`src/sv/jhds_pkg.sv`:
```
package jhds_pkg;

	localparam int COUNT_BITS_DEF = 24;
	localparam int IMAGE_BYTES_W  = 24;
	localparam int DATA_W         = 32;
	localparam int ADDR_W         = 3;

	// Register index taken from paddr[2]
	localparam logic REG_IMAGE_BYTES = 1'b0;

	localparam logic [15:0] MARK_SOI       = 16'hFFD8;
	localparam logic [15:0] MARK_EOI       = 16'hFFD9;
	localparam logic [15:0] MARK_FRAME_LO  = 16'hFFC0;
	localparam logic [15:0] MARK_FRAME_HI  = 16'hFFCF;
	localparam logic [15:0] MARK_DHT       = 16'hFFC4;
	localparam logic [15:0] MARK_JPG       = 16'hFFC8;

	typedef struct packed {
		logic [7:0] data_byte;
		logic       first_of_image;
	} in_t;

	typedef struct packed {
		logic        found;
		logic [15:0] height;
		logic [15:0] width;
	} out_t;

	function automatic logic is_frame_marker(input logic [15:0] m);
		return (m >= MARK_FRAME_LO) && (m <= MARK_FRAME_HI) &&
			(m != MARK_DHT) && (m != MARK_JPG);
	endfunction

endpackage

```
`src/sv/jhds_parser.sv`:
```
module jhds_parser #(
	parameter int COUNT_BITS = jhds_pkg::COUNT_BITS_DEF
) (
	input  logic                                 clk,
	input  logic                                 arst_n,
	input  logic                                 en,
	input  jhds_pkg::in_t                        item,
	input  logic [jhds_pkg::IMAGE_BYTES_W-1:0]   image_bytes,
	output logic                                 res_valid,
	output jhds_pkg::out_t                       res
);

	localparam logic [3:0] PH_IDLE = 4'd0;
	localparam logic [3:0] PH_MHI  = 4'd1;
	localparam logic [3:0] PH_MLO  = 4'd2;
	localparam logic [3:0] PH_LHI  = 4'd3;
	localparam logic [3:0] PH_LLO  = 4'd4;
	localparam logic [3:0] PH_PREC = 4'd5;
	localparam logic [3:0] PH_HHI  = 4'd6;
	localparam logic [3:0] PH_HLO  = 4'd7;
	localparam logic [3:0] PH_WHI  = 4'd8;
	localparam logic [3:0] PH_WLO  = 4'd9;
	localparam logic [3:0] PH_SKIP = 4'd10;

	localparam int EXT_W = ((COUNT_BITS > jhds_pkg::IMAGE_BYTES_W) ?
		COUNT_BITS : jhds_pkg::IMAGE_BYTES_W) + 1;
	localparam logic [COUNT_BITS-1:0] COUNT_MAX = {COUNT_BITS{1'b1}};

	logic [3:0]            phase_q, phase_n, phase_base;
	logic [COUNT_BITS-1:0] count_q, count_n, count_base, count_inc;
	logic [15:0]           skip_q, skip_n, skip_dec, len_word, len_skip;
	logic [15:0]           marker_q, marker_n;
	logic [7:0]            hold_q, hold_n;
	logic [15:0]           height_q, height_n;
	logic [EXT_W-1:0]      inc_ext, ib_ext;
	logic                  start, start_exh, boundary, bound_exh, data_end;

	assign start      = item.first_of_image;
	assign ib_ext     = EXT_W'(image_bytes);
	assign start_exh  = (EXT_W'(2) >= ib_ext);
	assign count_base = start ? '0 : count_q;
	assign phase_base = start ? PH_MHI : phase_q;
	assign count_inc  = (count_base == COUNT_MAX) ? count_base : count_base + 1'b1;
	assign inc_ext    = EXT_W'(count_inc);
	// count >= image_bytes-2, and always true when image_bytes < 2
	assign bound_exh  = (inc_ext + EXT_W'(2)) >= ib_ext;
	assign data_end   = inc_ext >= ib_ext;
	assign len_word   = {hold_q, item.data_byte};
	assign len_skip   = (len_word >= 16'd2) ? len_word - 16'd2 : 16'd0;
	assign skip_dec   = skip_q - 16'd1;

	always_comb begin
		phase_n   = phase_q;
		count_n   = count_q;
		skip_n    = skip_q;
		marker_n  = marker_q;
		hold_n    = hold_q;
		height_n  = height_q;
		res_valid = 1'b0;
		res       = '0;
		boundary  = 1'b0;
		if (start) begin
			count_n = '0;
			skip_n  = '0;
			phase_n = PH_MHI;
		end
		if (start && start_exh) begin
			res_valid = 1'b1;
			phase_n   = PH_IDLE;
		end else if (phase_base != PH_IDLE) begin
			count_n = count_inc;
			case (phase_base)
				PH_MHI: begin
					hold_n  = item.data_byte;
					phase_n = PH_MLO;
				end
				PH_MLO: begin
					marker_n = {hold_q, item.data_byte};
					if (marker_n == jhds_pkg::MARK_SOI || marker_n == jhds_pkg::MARK_EOI) begin
						phase_n  = PH_MHI;
						boundary = 1'b1;
					end else begin
						phase_n = PH_LHI;
					end
				end
				PH_LHI: begin
					hold_n  = item.data_byte;
					phase_n = PH_LLO;
				end
				PH_LLO: begin
					if (jhds_pkg::is_frame_marker(marker_q)) begin
						phase_n = PH_PREC;
					end else begin
						skip_n = len_skip;
						if (len_skip == 16'd0) begin
							phase_n  = PH_MHI;
							boundary = 1'b1;
						end else begin
							phase_n = PH_SKIP;
						end
					end
				end
				PH_SKIP: begin
					skip_n = skip_dec;
					if (skip_dec == 16'd0) begin
						phase_n  = PH_MHI;
						boundary = 1'b1;
					end
				end
				PH_PREC: phase_n = PH_HHI;
				PH_HHI: begin
					hold_n  = item.data_byte;
					phase_n = PH_HLO;
				end
				PH_HLO: begin
					height_n = {hold_q, item.data_byte};
					phase_n  = PH_WHI;
				end
				PH_WHI: begin
					hold_n  = item.data_byte;
					phase_n = PH_WLO;
				end
				PH_WLO: begin
					res_valid  = 1'b1;
					res.found  = 1'b1;
					res.height = height_q;
					res.width  = {hold_q, item.data_byte};
					phase_n    = PH_IDLE;
				end
				default: phase_n = PH_MHI;
			endcase
			// the last width byte wins even on the final byte
			if (phase_base != PH_WLO && ((boundary && bound_exh) || data_end)) begin
				res_valid = 1'b1;
				phase_n   = PH_IDLE;
			end
		end
	end

	always_ff @(posedge clk or negedge arst_n) begin
		if (!arst_n) begin
			phase_q  <= PH_IDLE;
			count_q  <= '0;
			skip_q   <= '0;
			marker_q <= '0;
			hold_q   <= '0;
			height_q <= '0;
		end else if (en) begin
			phase_q  <= phase_n;
			count_q  <= count_n;
			skip_q   <= skip_n;
			marker_q <= marker_n;
			hold_q   <= hold_n;
			height_q <= height_n;
		end
	end

	a_idle_after_result: assert property (@(posedge clk) disable iff (!arst_n)
		en && res_valid |=> phase_q == PH_IDLE)
		else $error("scan still active after its result");

	a_found_from_width: assert property (@(posedge clk) disable iff (!arst_n)
		en && res_valid && res.found |-> !start && phase_q == PH_WLO)
		else $error("found result outside the width byte");

	a_count_monotonic: assert property (@(posedge clk) disable iff (!arst_n)
		en && !start && phase_q != PH_IDLE |=> count_q >= $past(count_q))
		else $error("byte count went backwards within a scan");

	a_idle_no_result: assert property (@(posedge clk) disable iff (!arst_n)
		!start && phase_q == PH_IDLE |-> !res_valid)
		else $error("result without an active scan");

endmodule

```
`src/sv/jpeg_header_dimension_scanner.sv`:
```
// Channel   Handshake                     Payload
// byte      byte_valid / byte_stall       byte_item   (data_byte, first_of_image)
// result    result_valid / result_stall   result_item (found, height, width)
// config    APB psel/penable/pwrite       image_bytes at byte address 0
//
// One byte per cycle sustained while no stalled result holds the flow; an accepted transfer
// passes through the input register, then the result register behind the scan logic.
// Reset clears the scan state, both valid flags and image_bytes.
// A stalled result holds the result register; the input register then holds
// too and byte_stall rises in the same cycle once that register is full.
module jpeg_header_dimension_scanner #(
	parameter int COUNT_BITS = jhds_pkg::COUNT_BITS_DEF
) (
	input  logic                          clk,
	input  logic                          arst_n,
	input  logic                          byte_valid,
	output logic                          byte_stall,
	input  jhds_pkg::in_t                 byte_item,
	output logic                          result_valid,
	input  logic                          result_stall,
	output jhds_pkg::out_t                result_item,
	input  logic                          psel,
	input  logic                          penable,
	input  logic                          pwrite,
	input  logic [jhds_pkg::ADDR_W-1:0]   paddr,
	input  logic [jhds_pkg::DATA_W-1:0]   pwdata,
	output logic [jhds_pkg::DATA_W-1:0]   prdata,
	output logic                          pready
);

	logic                                 valid_s1;
	jhds_pkg::in_t                        item_s1;
	logic                                 result_valid_q;
	jhds_pkg::out_t                       result_q;
	logic [jhds_pkg::IMAGE_BYTES_W-1:0]   image_bytes_q;
	logic                                 advance, take, res_valid;
	jhds_pkg::out_t                       res;

	assign advance    = !result_valid_q || !result_stall;
	assign byte_stall = valid_s1 && !advance;
	assign take       = byte_valid && !byte_stall;

	assign pready = 1'b1;
	assign prdata = (paddr[2] == jhds_pkg::REG_IMAGE_BYTES) ?
		jhds_pkg::DATA_W'(image_bytes_q) : '0;

	always_ff @(posedge clk or negedge arst_n) begin
		if (!arst_n) begin
			image_bytes_q <= '0;
		end else if (psel && penable && pwrite && paddr[2] == jhds_pkg::REG_IMAGE_BYTES) begin
			image_bytes_q <= pwdata[jhds_pkg::IMAGE_BYTES_W-1:0];
		end
	end

	always_ff @(posedge clk or negedge arst_n) begin
		if (!arst_n) begin
			valid_s1 <= 1'b0;
		end else if (take) begin
			valid_s1 <= 1'b1;
		end else if (advance) begin
			valid_s1 <= 1'b0;
		end
	end

	always_ff @(posedge clk) begin
		if (take) begin
			item_s1 <= byte_item;
		end
	end

	jhds_parser #(
		.COUNT_BITS (COUNT_BITS)
	) u_parser (
		.clk         (clk),
		.arst_n      (arst_n),
		.en          (valid_s1 && advance),
		.item        (item_s1),
		.image_bytes (image_bytes_q),
		.res_valid   (res_valid),
		.res         (res)
	);

	always_ff @(posedge clk or negedge arst_n) begin
		if (!arst_n) begin
			result_valid_q <= 1'b0;
		end else if (advance) begin
			result_valid_q <= valid_s1 && res_valid;
		end
	end

	always_ff @(posedge clk) begin
		if (advance && valid_s1 && res_valid) begin
			result_q <= res;
		end
	end

	assign result_valid = result_valid_q;
	assign result_item  = result_q;

endmodule

```
`config.mk`:
```
export PLATFORM = sky130hd
export DESIGN_NAME = jpeg_header_dimension_scanner
export DESIGN_NICKNAME = d
export VERILOG_FILES = /design/src/sv/jhds_pkg.sv /design/src/sv/jhds_parser.sv /design/src/sv/jpeg_header_dimension_scanner.sv
export SDC_FILE = /design/constraint.sdc
export NUM_CORES = 1
export LEC_CHECK = 0
export BUFFER_PORTS_ARGS = -buffer_cell sky130_fd_sc_hd__buf_2
export CORE_AREA = 2 2 162 164
export CTS_BUF_LIST = sky130_fd_sc_hd__clkbuf_2 sky130_fd_sc_hd__clkbuf_4 sky130_fd_sc_hd__clkbuf_8
export DETAILED_ROUTE_END_ITERATION = 7
export DIE_AREA = 0 0 164 166
export MAX_ROUTING_LAYER = met4
export PLACE_DENSITY = 0.7
export SYNTH_ARGS = -nofsm -noshare
export SYNTH_HDL_FRONTEND = slang
export SYNTH_HIERARCHICAL = 1
export SYNTH_SLANG_ARGS = --single-unit
```
`constraint.sdc`:
```
create_clock -name clk -period 7.7 [get_ports clk]
set_input_delay 1.155 -clock clk [delete_from_list [all_inputs] [get_ports clk]]
set_output_delay 1.155 -clock clk [all_outputs]
set_load 0.03 [all_outputs]
```
# == Word level (Yosys, flattened, before mapping) ==
# Cells that the tools add are included.
# classes
add_sub_neg,4
n_eq_ne,16
order_cmp,6
n_mux,34
reduce_logical,31
bitwise_logic,4
# ops
operator,n
24-bit two-way mux,5
16-bit two-way mux,5
4-bit one-hot mux with 10 select lines,1
33-bit two-way mux,1
16-bit == test (second input constant),2
16-bit logical NOT,2
16-bit != test (second input constant),2
16-bit one-hot mux with 2 select lines,1
4-bit two-way mux,7
24-bit by 2-bit adder with 25-bit output (second input constant),1
25-bit by 24-bit greater-or-equal comparator with 1-bit output,1
24-bit by 1-bit adder with 24-bit output (second input constant),1
24-bit == test (second input constant),1
2-bit by 24-bit greater-or-equal comparator with 1-bit output (first input constant),1
24-bit greater-or-equal comparator,1
4-bit by 3-bit == test with 1-bit output (second input constant),4
16-bit greater-or-equal comparator (second input constant),1
16-bit by 2-bit greater-or-equal comparator with 1-bit output (second input constant),1
16-bit less-or-equal comparator (second input constant),1
16-bit by 1-bit subtractor with 16-bit output (second input constant),1
16-bit by 2-bit subtractor with 16-bit output (second input constant),1
1-bit logical AND,14
4-bit == test (second input constant),3
1-bit two-way mux,12
14 further kinds,25
# totals
word_cells,109
output_inout_bits,68
reg_bits,152
inputBits,51

# == Longest topological paths before layout ==
# Gate-level depths: netlist of the first run.
# depth
word_depth,15
depth_mapped,31
depth_no_buf,25

# == Hierarchy ==
# The synthesis of the first run kept the hierarchy.
# modules_own_cells
module,cells_per_inst,seq_area_each_um2,area_each_um2,n_inst
jhds_parser,884,2102.0,7449.6,1
jpeg_header_dimension_scanner,141,1911.8,2582.5,1

# == Least setup slack after synthesis of the first run ==
# No wires, ideal clock.
# synth_timing
path_kind,flip-flop to flip-flop
start,register item_s1[0] (netlist bit)
end,"register result_q (netlist bit result_item[0]), enable pin"
slack_ps,399
setup_time_ps,434
period_less_slack_ps,7301
path_buffers,6
path_stages_with_launch,31
t_arrival_ps,6866
cell_sequence,edfxtp_1 buf_6 buf_2 buf_1 buf_1 nor2b_1 ha_1 buf_2 and2_1 and4_1 buf_2 nand3_2 nor3_2 a21oi_1 inv_1 ha_1 o211ai_2 nor3_2 nand3b_2 nand2b_1 xnor2_1 ha_1 nand2_1 o21ai_0 nor3_1 o31a_1 and3_1 a211oi_1 or3_1 nand2_1 a21oi_1
# synth_between
elab_chain_len,12
# synth_rtl
element,line_no,source
"start, declared",jpeg_header_dimension_scanner.sv:32,jhds_pkg::in_t item_s1;
"start signal, assigned",jpeg_header_dimension_scanner.sv:67,item_s1 <= byte_item;
24-bit two-way mux / 4-bit two-way mux (equally long branches),"jhds_parser.sv:41, jhds_parser.sv:42",
"24-bit by 1-bit adder with 24-bit output, or another cell as far along",jhds_parser.sv:43,assign count_inc = (count_base == COUNT_MAX) ? count_base : count_base + 1'b1;
24-bit two-way mux / 1-bit one-hot mux with 3 select lines (equally long branches),"jhds_parser.sv:43, jhds_parser.sv:72",
24-bit by 2-bit adder with 25-bit output / 1-bit two-way mux (equally long branches),"jhds_parser.sv:46, jhds_parser.sv:70",
25-bit by 24-bit greater-or-equal comparator with 1-bit output / 1-bit two-way mux (equally long branches),"jhds_parser.sv:46, jhds_parser.sv:67",
1-bit logical AND,jhds_parser.sv:133,if (phase_base != PH_WLO && ((boundary && bound_exh) || data_end)) begin
1-bit logical OR,jhds_parser.sv:133,
1-bit logical AND,jhds_parser.sv:133,
1-bit two-way mux,jhds_parser.sv:133,
1-bit two-way mux,jhds_parser.sv:70,end else if (phase_base != PH_IDLE) begin
1-bit two-way mux (*),jhds_parser.sv:67,if (start && start_exh) begin
net res_valid,jpeg_header_dimension_scanner.sv:36,"logic advance, take, res_valid;"
1-bit logical AND (*),jpeg_header_dimension_scanner.sv:92,if (advance && valid_s1 && res_valid) begin
"end signal, assigned",jpeg_header_dimension_scanner.sv:93,result_q <= res;
"end, declared",jpeg_header_dimension_scanner.sv:34,jhds_pkg::out_t result_q;
# The timed path passes the listed nets; every way through them passes the cells marked *. The select of a mux whose other input is x is not followed.
# A chain may end at the register's enable or synchronous reset.

# == Worst setup path after layout of the first run ==
# layout_timing
start,register item_s1[0] (netlist bit)
end,"register result_q (netlist bit result_item[5]), enable pin"
# Same word-level chain as after synthesis.

==> results of run 1 <==
==> worst max-delay path: stages, from the launching register on <==
cell and delay, ns:
edfxtp_1 0.58, nor2b_1 0.31, ha_1 0.40, and2_1 0.30, and4_1 0.41, nand3_2 0.23
nor3_2 0.29, a21oi_1 0.12, inv_1 0.10, ha_1 0.20, o211ai_2 0.16, nor3_2 0.33
nand3b_2 0.22, nand2b_1 0.22, xnor2_1 0.14, ha_1 0.30, nand2_1 0.05, o21ai_0 0.27
nor3_1 0.10, o31a_1 0.29, and3_1 0.22, a211oi_1 0.21, or3_1 0.15, nand2_1 0.09
a21oi_4 0.11, buf_4 0.36
==> stage by stage <==
stage          instances  cell area, µm²  total power [mW]  util, %  hold slack, ns
2_1_floorplan       1032           10060             1.697        -          0.4418
3_3_place_gp        1411           10730             1.901    41.87          0.4539
3_5_place_dp        1411           10730             1.918    41.87          0.4657
4_1_cts             1443           11160             2.593    43.57          0.4868
5_1_grt             1443           11160             2.734    43.57          0.5272
6_report            1443           11160             2.578    43.57          0.4910
==> cell usage after synthesis, types with 4 or more instances <==
cell type / n
a211oi_1: 9
o211ai_1: 5
nand3_2: 4
dfrtp_1: 110
mux2_2: 36
xor2_1: 14
a22o_1: 21
buf_4: 13
o31a_1: 4
nand3b_1: 4
nor3_1: 28
nor4b_1: 4
nor4_1: 17
a31oi_1: 9
and4b_1: 4
clkbuf_1: 36
nand4_1: 25
and2_1: 42
nor2_1: 67
xnor2_1: 41
nor2b_1: 33
and3_1: 10
o22ai_1: 10
o21a_1: 5
a21o_1: 4
or2_2: 5
nor3_2: 6
nand2b_1: 7
o32ai_1: 4
o21ai_0: 53
mux2_4: 20
buf_2: 5
nand2_1: 79
nand3_1: 22
edfxtp_1: 42
buf_6: 4
ha_1: 52
or3_1: 8
or4_1: 6
a22oi_1: 4
a21oi_1: 30
inv_1: 52
==> logic make-up after synthesis <==
family | share of synthesized area, %
compound gates | 13.64
xor+xnor | 4.802
flops | 40.01
buf+inv | 5.138
mux | 7.134
simple gates | 22.71
other cells | 0.07486
fa+ha+maj | 6.485
==> state kept, by name, indices dropped and copies added (netlist names) <==
name	cells
result_item	33
image_bytes_q	24
u_parser/count_q	24
u_parser/height_q	16
u_parser/marker_q	16
u_parser/skip_q	16
item_s1	9
u_parser/hold_q	8
u_parser/phase_q	4
result_valid	1
valid_s1	1
==> per-layer routing <==
metal	wire, µm	vias up
li1	-	3837
met4	380	0
met3	1301	30
met5	0	-
met2	11770	254
met1	11100	3904
==> power groups by stage <==
stage	Sequential [mW]	Clock [mW]	Combinational (mW)
CTS	1.14	0.686	0.763
finish	1.15	0.668	0.764
global placement	1.15	0	0.748
global route	1.17	0.717	0.849
detailed placement	1.16	0	0.759
floorplan	1.06	0	0.639
==> worst max-delay path by stage <==
stage | to | slack [ns] | depth (start not counted)
finish | result_item[5] | 1.16 | 25
global placement | result_item[1] | 1.26 | 25
floorplan | result_item[0] | 0.40 | 30
global route | result_item[10] | 0.63 | 25
CTS | result_item[9] | 1.17 | 25
detailed placement | result_item[11] | 1.25 | 25
==> area by class of cell <==
class | instances | share of cell area [%]
timing repair buffer | 106 | 4.933
clock inverter | 15 | 1.805
tap | 335 | 3.756
sequential | 152 | 35.96
multi-input combinational | 766 | 49.70
inverter | 52 | 1.749
clock buffer | 17 | 2.096
==> results.json, run 1 <==
{
  "port_buffers": 99,
  "cts_buffers": 17,
  "grt_max_degree": 58,
  "reg2reg_from": "item_s1[0]",
  "crit_type": "register to register",
  "power_frac_clock_pct": 25.9,
  "drc": 0,
  "area_growth_pct": 11.25,
  "crit_fanout": 33,
  "grt_pass1_wl_um": 40130,
  "r2r_cells": 25,
  "clkTransAtPathRegs_ns": 0.10,
  "viasPerCell": 5.561,
  "combPwrFrac_pct": 29.6,
  "dp_hpwl_um": 17690,
  "insertedDiodeCount": 0,
  "start_kind": "register",
  "tightest_slew_ns": 0.9656,
  "crit_start": "item_s1[0]",
  "place.gp.congestion": 0.9161,
  "slew_headroom_pct": 35.39,
  "synthCells": 1025,
  "routed_wl_um": 24550,
  "rows": 59,
  "timing.final.ws_setup_ns": 1.160,
  "hold_start": "u_parser/height_q[1]",
  "use_met3_pct": 2.697,
  "wl_per_cell_um": 17.01,
  "yosysUniqueCellTypes": 85,
  "power_density_nw_per_um2": 231.0,
  "grt.total_usage_pct": 18.84,
  "cts_resized": 0,
  "critPathRequiredTime_ns": 7.83,
  "swShare_pct": 37.78,
  "grt_busiest_layer": "met2",
  "synth_top_cells_by_area": "dfrtp_1, edfxtp_1, ha_1, mux2_2, xnor2_1",
  "r2r-end": "result_item[5]",
  "finalHoldViolations": 0,
  "postCtsSetupRepairBufs": 0,
  "seq_power_share_pct": 44.4,
  "insertion_delay_ns": 0.47,
  "total_leakage_power_nw": 4.920,
  "p_sw_mw": 0.9739,
  "n_fill_cell": 2442,
  "die_x_um": 164,
  "vias": 8025,
  "grt_overflow": 0,
  "yosys.area.top_type": "dfrtp_1",
  "cts_tree": "done",
  "regArea_um2": 4014,
  "start_util_pct": 39.16,
  "multi_input_area_um2": 5547,
  "die-area_um2": 27220,
  "grt_pass1_vias": 7795,
  "peakVddDrop_mv": 0.1505,
  "io_pins": 119,
  "use_met1_pct": 24.85,
  "maxCapViolCount": 0,
  "yosysWarnings": 6,
  "hp-class": "register to register",
  "grt_antenna_before_repair": 0,
  "async_flop_share_pct": 72.37,
  "fin_nets": 1198,
  "drv_slew": 0,
  "min_delay_worst_endpoint": "u_parser/height_q[1]",
  "run_status": "finished clean",
  "die_h_um": 166,
  "arrival_ns": 6.67,
  "place_ws_ns": 1.247,
  "netlist_area_um2": 10030,
  "tns_ns": 0,
  "postRouteAntennaNets": 0,
  "p_int_mw": 1.604,
  "cts_max_path_buffers": 2,
  "rsz0062_at_grt": "no",
  "cts_max_level": 4,
  "seq_area_frac_synth_pct": 40.01,
  "drtPass1Iterations": 5,
  "drtIter0Drc": 623,
  "avgSynthCellArea_um2": 9.787,
  "core-area_um2": 25620,
  "yosys.area.top_type_share_pct": 27.44,
  "cts_sinks": 152,
  "layout_commonest_cell": "dfrtp_1",
  "period_needed_ns": 6.540,
  "end_kind": "register",
  "synth_edf_count": 42,
  "most-common-layout-cells": "dfrtp_1, buf_2, nand2_1, nor2_1, o21ai_0",
  "min_path_cells": 2,
  "max_freq_mhz": 152.9,
  "finalSetupViolCount": 0,
  "period_share_pct": 84.94,
  "reg2reg_slack_ns": 1.16,
  "drive_above_1_share_pct": 21.12,
  "worst_clock_skew_ns": 0.02301,
  "cts-root-buf": "clkbuf_8",
  "holdBufCountCts": 0,
  "synth-seq-cells": 152,
  "grtUsageMet2_pct": 30.18,
  "ys.flop_type": "dfrtp_1"
}
Power figures use the tool's default switching activity.
==> inputs of run 2 (changes only) <==
--- a/config.mk
+++ b/config.mk
@@ -5,11 +5,12 @@
 export SDC_FILE = /design/constraint.sdc
 export NUM_CORES = 1
 export LEC_CHECK = 0
+export ABC_AREA = 1
 export BUFFER_PORTS_ARGS = -buffer_cell sky130_fd_sc_hd__buf_2
-export CORE_AREA = 2 2 162 164
+export CORE_AREA = 2 2 165 167
 export CTS_BUF_LIST = sky130_fd_sc_hd__clkbuf_2 sky130_fd_sc_hd__clkbuf_4 sky130_fd_sc_hd__clkbuf_8
 export DETAILED_ROUTE_END_ITERATION = 7
-export DIE_AREA = 0 0 164 166
+export DIE_AREA = 0 0 167 169
 export MAX_ROUTING_LAYER = met4
 export PLACE_DENSITY = 0.7
 export SYNTH_ARGS = -nofsm -noshare
==> constraint.sdc (replaced) <==
create_clock -name clk -period 5.8 [get_ports clk]
set_input_delay 0.87 -clock clk [delete_from_list [all_inputs] [get_ports clk]]
set_output_delay 0.87 -clock clk [all_outputs]
set_load 0.03 [all_outputs]
==> run 2 against run 1 <==
First-iteration DRC count increased by 29%. Sequential power rose by 26%. Critical path depth increased by 9. Clock power is 28% higher. Sequential share of layout area is 1.4 points lower. Routed wire length increased by 16%. Die area grew 3.7%. Synthesized area increased by 4.0%. Global-route usage rose by 2.1 points. Via count is 19% higher. Register-to-register slack lost 0.70 ns. Critical path type unchanged. Largest power group unchanged.
==> results.json, run 2 <==
{
  "run_status": "finished clean",
  "utilization_pct": 43.87,
  "place.gp.congestion": 0.9382,
  "power_density_nw_per_um2": 306.1,
  "cts_max_path_buffers": 2,
  "finalSetupViolCount": 0,
  "cp_slowest_cell": "edfxtp_1",
  "drc": 0,
  "die_h_um": 169,
  "area_growth_pct": 11.46,
  "rsz0062_at_grt": "no",
  "postRouteAntennaNets": 0,
  "crit_type": "register to register",
  "avgSynthCellArea_um2": 7.413,
  "drtPass1Iterations": 5,
  "ys.flop_type": "dfrtp_1",
  "grt_pass1_vias": 9163,
  "drive_above_1_share_pct": 13.55,
  "reg2reg_from": "item_s1[0]",
  "critPathRequiredTime_ns": 5.97,
  "max_freq_mhz": 187.1,
  "synth_edf_count": 42,
  "finalHoldViolations": 0,
  "fin_nets": 1596,
  "most-common-layout-cells": "nand2_1, nor2_1, inv_1, dfrtp_1, o21ai_0",
  "cts_max_level": 4,
  "path_buf_inv": 7,
  "worst_clock_skew_ns": 0.01745,
  "yosysUniqueCellTypes": 49,
  "tightest_slew_ns": 1.170,
  "insertedDiodeCount": 0,
  "layout_commonest_cell": "nand2_1",
  "drtIter0Drc": 804,
  "drv_slew": 0,
  "grt_max_degree": 66,
  "cts-root-buf": "clkbuf_8",
  "grt_pass1_wl_um": 46580,
  "insertion_delay_ns": 0.47,
  "port_buffers": 99,
  "crit_start": "item_s1[0]",
  "total_leakage_power_nw": 5.755,
  "routed_wl_um": 28470,
  "arrival_ns": 5.51,
  "die-area_um2": 28220,
  "max_stage_delay_ns": 0.54,
  "slew_headroom_pct": 21.91,
  "end_kind": "register",
  "synth_commonest_cells": "nand2_1, nor2_1, inv_1",
  "yosys.area.top_type_share_pct": 26.39,
  "cts_sinks": 152,
  "seq_area_frac_synth_pct": 38.48,
  "holdBufCountCts": 0,
  "maxCapViolCount": 0,
  "synth-seq-cells": 152,
  "cts_resized": 0,
  "rows": 60,
  "clkTransAtPathRegs_ns": 0.11,
  "die_x_um": 167,
  "grt.total_usage_pct": 20.95,
  "netlist_area_um2": 10430,
  "dp_hpwl_um": 21320,
  "async_flop_share_pct": 72.37,
  "start_kind": "register",
  "crit_fanout": 33,
  "period_needed_ns": 5.344,
  "postCtsSetupRepairBufs": 0,
  "n_fill_cell": 2700,
  "timing.final.ws_setup_ns": 0.4559,
  "wl_per_cell_um": 15.42,
  "largest_reg_flops": 33,
  "crit_family": "simple AND/OR/NAND/NOR gates",
  "start_util_pct": 39.36,
  "viasPerCell": 5.187,
  "hp-class": "primary input to async pin",
  "synthCells": 1407,
  "vias": 9581,
  "grt_overflow": 0,
  "period_share_pct": 92.14,
  "tns_ns": 0,
  "synth_most_common_cell": "nand2_1",
  "cts_buffers": 17,
  "io_pins": 119,
  "place_ws_ns": 0.4922,
  "hold_ws_ns": 0.4830,
  "peakVddDrop_mv": 0.2115,
  "grt_antenna_before_repair": 0,
  "cts_tree": "done",
  "yosys.area.top_type": "dfrtp_1",
  "core-area_um2": 26500,
  "yosysWarnings": 6,
  "synth_top_cells_by_area": "dfrtp_1, edfxtp_1, nand2_1, nor2_1, inv_1"
}
run 2: final timing paths:
| path | to | slack (ns) | depth (start not counted) |
|---|---|---|---|
| max in group asynchronous | u_parser/marker_q[9] | 4.09 | 2 |
| min reg2reg | u_parser/phase_q[1] | 0.49 | 2 |
| max | result_item[0] | 0.46 | 34 |
| max reg2reg | result_item[0] | 0.46 | 34 |
| min in group clk | u_parser/phase_q[1] | 0.49 | 2 |
| min | u_parser/count_q[10] | 0.48 | 1 |
run 2: per-layer routing:
layer | wire length [µm] | track usage, % | vias to the layer above
li1 | - | - | 4751
met1 | 12210 | 25.67 | 4434
met2 | 14030 | 35.18 | 336
met3 | 1426 | 3.273 | 60
met4 | 803 | 7.571 | 0
met5 | 0 | - | -
run 2: where the power goes:
| group | switching, mW | internal [mW] |
|---|---|---|
| logic | 0.872 | 0.381 |
| clock network | 0.518 | 0.337 |
| registers | 0.161 | 1.29 |
run 2: area by class of cell:
class                      instances  area [µm²]  share of cell area, %
clock buffer                      17       234.0                  2.013
clock inverter                    15       198.9                  1.711
inverter                         190       720.7                  6.200
multi-input combinational       1017        5388                  46.35
sequential                       152        4014                  34.53
tap                              341       426.7                  3.670
timing repair buffer             115       643.1                  5.532
run 2: kinds of logic (layout without fill, tap and decap cells):
kind of cell / after synthesis / count (layout) / synth area share, %
AND/OR/NAND/NOR: 712 / 712 / 30.61
flip-flops: 152 / 152 / 38.48
adder cells (fa/ha/maj): 52 / 52 / 6.238
other: 2 / 9 / 0.07200
AO/OA/AOI/OAI: 206 / 206 / 11.18
XOR/XNOR: 38 / 38 / 3.191
buffers and inverters: 245 / 337 / 10.22
run 2: through the flow:
stage                     instances  cell area, µm²  total power, mW
after floorplan                1414           10470            2.332
after global placement         1815           11190            2.684
after detailed placement       1815           11190            2.712
after CTS                      1847           11620            3.577
after global routing           1847           11620            3.810
final                          1847           11620            3.559
